===== config.mk =====
export PLATFORM = sky130hd
export DESIGN_NAME = aavr_horner_cell
export DESIGN_NICKNAME = d
export VERILOG_FILES = /design/src/sv/axis_angle_vector_rotate_top_defines.svh /design/src/sv/aavr_pkg.sv /design/src/sv/aavr_horner_cell.sv
export SDC_FILE = /design/constraint.sdc
export NUM_CORES = 2
export LEC_CHECK = 0
export BUFFER_PORTS_ARGS = -buffer_cell sky130_fd_sc_hd__buf_2
export CAP_MARGIN = 20
export CORE_MARGIN = 4
export CORE_UTILIZATION = 35
export CTS_CLUSTER_SIZE = 14
export DETAILED_ROUTE_END_ITERATION = 10
export HOLD_SLACK_MARGIN = 0.06
export PLACE_DENSITY = 0.55
export SETUP_SLACK_MARGIN = 0.2
export SYNTH_ARGS = -nofsm -noshare
export SYNTH_HDL_FRONTEND = slang
export SYNTH_SLANG_ARGS = --single-unit
export TNS_END_PERCENT = 30

===== constraint.sdc =====
create_clock -name clk -period 22.2 [get_ports clk]
set_clock_uncertainty 0.1 [all_clocks]
set_input_delay 4.44 -clock clk [delete_from_list [all_inputs] [get_ports clk]]
set_output_delay 4.44 -clock clk [all_outputs]
set_load 0.005 [all_outputs]

===== src/sv/axis_angle_vector_rotate_top_defines.svh =====
// ----------------------------------------------------------------------------
// Axis-angle rotate assertion macros
// Shared concurrent assertion forms, clocked on clk and disabled in rst.
// ----------------------------------------------------------------------------
`ifndef AXIS_ANGLE_VECTOR_ROTATE_TOP_DEFINES_SVH
`define AXIS_ANGLE_VECTOR_ROTATE_TOP_DEFINES_SVH

// same-cycle implication
`define AAVR_ASSERT_NOW(lbl, ante, cons, msg) \
  lbl: assert property (@(posedge clk) disable iff (rst) (ante) |-> (cons)) else $error(msg);

// next-cycle implication
`define AAVR_ASSERT_NEXT(lbl, ante, cons, msg) \
  lbl: assert property (@(posedge clk) disable iff (rst) (ante) |=> (cons)) else $error(msg);

`endif


===== src/sv/aavr_pkg.sv =====
// ----------------------------------------------------------------------------
// Axis-angle rotate package
// Fixed-point types, polynomial coefficients and phase constants.
// ----------------------------------------------------------------------------
package aavr_pkg;

  localparam int TRIG_ONE     = 65536;
  localparam int ANGLE_BITS   = 16;
  localparam int PHASE_DROP   = (ANGLE_BITS < 16) ? (16 - ANGLE_BITS) : 0;
  localparam int HORNER_STEPS = 4;

  typedef logic signed [33:0] poly_t;

  localparam poly_t COEF_START = 34'sd172272;
  localparam poly_t HORNER_COEF [HORNER_STEPS] = '{
    -34'sd5026995, 34'sd85569306, -34'sd693598669, 34'sd1686629713
  };

  // one sine evaluation in flight: argument, its square, running polynomial
  typedef struct packed {
    logic [16:0] u;
    logic [16:0] u2;
    poly_t       p;
  } lane_t;

  // vector terms waiting for sine and cosine
  typedef struct packed {
    logic [2:0][31:0]   coord;
    logic [2:0][15:0]   axis;
    logic signed [35:0] d;
    logic [2:0][35:0]   cr;
  } vec_t;

endpackage


===== src/sv/aavr_horner_cell.sv =====
// ----------------------------------------------------------------------------
// Horner cell
// One polynomial step p = coef + ((p * u2) >>> 16), registered.
// ----------------------------------------------------------------------------
module aavr_horner_cell (
  input  logic            clk,
  input  logic            en,
  input  aavr_pkg::poly_t coef,
  input  aavr_pkg::lane_t lane_in,
  output aavr_pkg::lane_t lane_out
);

  logic signed [51:0] prod;
  logic signed [51:0] acc;

  assign prod = $signed(lane_in.p) * $signed({1'b0, lane_in.u2});
  assign acc  = (prod >>> 16) + 52'(coef);

  always_ff @(posedge clk) begin
    if (en) begin
      lane_out.u  <= lane_in.u;
      lane_out.u2 <= lane_in.u2;
      lane_out.p  <= acc[33:0];
    end
  end

endmodule


==> impl_metrics.json <==
{
  "synth_xor_area_share_pct": 2.774,
  "setup_ws_ns": 8.750,
  "criticalPathCategory": "input port to flip-flop",
  "synth_cell_types": 65,
  "drc": 0,
  "cts_buffer_depth": 2,
  "synth-simple-area-share_pct": 15.21,
  "synthAdderAreaFrac_pct": 55.08,
  "initial_utilization_pct": 35.49,
  "wl_mm": 62.58,
  "area_delta_synth_final_pct": 8.506,
  "holdBufCountCts": 0,
  "tightest_slew_ns": 0.9896,
  "outcome": "finished clean",
  "mostFrequentLayoutCells": "inv_1 (648), fa_1 (538), nand2_1 (346), and2_1 (269), buf_2 (170)",
  "critical_path_required_ns": 22.22,
  "grt_pass1_wl_mm": 102.7,
  "regMostFlops": "lane_out",
  "clock-root-buffer": "clkbuf_16",
  "cts_tree": "built",
  "setup_tns_ns": 0,
  "cpMaxStageDelayCell": "a2111oi_1",
  "fmax_mhz": 74.35,
  "slew_headroom_pct": 33.86,
  "cp_num_buf_inv": 4,
  "seq_area_frac_synth_pct": 8.910,
  "drv_slew": 0,
  "cpMostUsedCell": "fa_1",
  "endpoint_kind": "flip-flop",
  "crit_fanout": 35,
  "crit_family": "adder cells",
  "numCtsBuffers": 9,
  "cts_sinks": 68,
  "startpoint_type": "input port",
  "clk_pin_slew_worst_paths_ns": 0.07,
  "synth_edf_count": 68,
  "cap_violations": 0,
  "htreeDepth": 3,
  "finalHoldViolations": 0,
  "syn_inst": 2472,
  "fin_crit_ns": 13.45,
  "cts_resized": 0,
  "nets": 3354,
  "vias": 16590,
  "reg_top3": "lane_out (68)",
  "row_count": 93,
  "cp_data_arrival_time_ns": 13.47,
  "grt.total_usage_pct": 18.71,
  "routabilityCongestion": 0.8333,
  "routedWlPerCell_um": 18.27,
  "portBuffers": 171,
  "mostFrequentLayoutCell": "inv_1",
  "io_pins": 172,
  "coreArea_um2": 64580,
  "cts_setup_buffers": 0,
  "setup_viol": 0,
  "synthesis.nets": 3262,
  "synth_top_family_by_area": "adder cells",
  "ys.flop_type": "edfxtp_1",
  "synth-compound-area-share_pct": 5.738,
  "yosys_warnings": 0,
  "grt_overflow_total": 0,
  "min_period_over_period_pct": 60.59,
  "first_pass_iters": 5,
  "largest_register_ffs": 68,
  "post-dp-hpwl_mm": 49.58,
  "worstHoldPathType": "input port to flip-flop",
  "slowest_delay_ns": 0.87,
  "rsz0062_at_grt": "false",
  "die_y_um": 263.9,
  "die_w_um": 263.9,
  "synthArstFlopShare_pct": 0,
  "grt_max_degree": 52,
  "first_global_vias": 19000,
  "die-area_um2": 69640,
  "synth_mux_area_share_pct": 0.1365,
  "antenna_found_initial": 1,
  "avgSynthCellArea_um2": 9.271,
  "first_iter_violations": 869,
  "viasPerCell": 4.844,
  "netlist_area_um2": 22920,
  "drive_above_1_share_pct": 8.097,
  "yosys_register_bits": 68,
  "post-place-ws_ns": 8.441,
  "final_antenna_net_count": 0
}
-- routing by layer --
metal  track usage, %  vias up  part of all wire [%]
met5                0        -                     0
met4            3.826        0                   1.7
met3            2.431       69                   4.5
met2            33.97      415                    52
met1            23.99     8679                    42
li1                 -     7427                     -
-- path summary, 6_finish.rpt --
kind | to | startpoint | depth (start not counted)
max | lane_out[33]$_DFFE_PP_ | lane_in[38] | 29
min | lane_out[67]$_DFFE_PP_ | lane_in[67] | 1
-- logic make-up (layout without fill, tap and decap cells) --
kind of cell / count (synthesis) / count (layout)
multiplexers: 3 / 3
XOR/XNOR: 71 / 71
adder cells (fa/ha/maj): 686 / 686
buffers and inverters: 742 / 839
flip-flops: 68 / 68
AO/OA/AOI/OAI: 192 / 192
AND/OR/NAND/NOR: 710 / 710
other: 0 / 1
-- stage by stage --
| step | util (%) | std cells | hold WS [ns] | area (um^2) |
|---|---|---|---|---|
| finish | 38.50 | 3425 | 4.140 | 24870 |
| global route | 38.50 | 3424 | 4.110 | 24860 |
| CTS | 38.50 | 3424 | 4.107 | 24860 |
| detailed placement | 37.97 | 3408 | 4.518 | 24520 |
| global placement | 37.97 | 3408 | 4.516 | 24520 |
| floorplan | - | 2472 | 4.439 | 22920 |
-- final cells by class --
class	instances	area [um^2]
well taps	855	1070
clock buffers	10	229.0
fillers	6535	39710
multi-input cells	1662	18090
inverters	648	2432
repair buffers	175	888.4
clock inverters	6	112.6
diodes	1	2.502
flip-flops and latches	68	2042
-- cell usage after synthesis, types with 3 or more instances --
cell type | count | area [um^2]
nand2_1 | 346 | 1299
and3_1 | 6 | 37.54
inv_1 | 648 | 2432
fa_1 | 538 | 10770
o21ai_0 | 26 | 130.1
o211ai_1 | 4 | 30.03
nand4_1 | 5 | 31.28
o21a_1 | 8 | 60.06
edfxtp_1 | 68 | 2042
xor2_1 | 21 | 183.9
a31oi_1 | 7 | 43.79
clkbuf_1 | 94 | 352.8
xnor2_1 | 49 | 429.2
a211oi_1 | 8 | 60.06
nand3_1 | 13 | 65.06
a21oi_1 | 58 | 290.3
nor2_1 | 39 | 146.4
a21o_1 | 30 | 225.2
nor3_1 | 6 | 30.03
o31ai_1 | 3 | 22.52
nand2b_1 | 8 | 50.05
ha_1 | 148 | 1852
o21bai_1 | 7 | 52.55
a211o_1 | 7 | 61.31
and2_1 | 269 | 1683
o221ai_1 | 3 | 26.28
o21ai_1 | 3 | 15.01
Power is not shown: default switching activity piles up to over one toggle a cycle in this logic, so the estimate is an artifact.
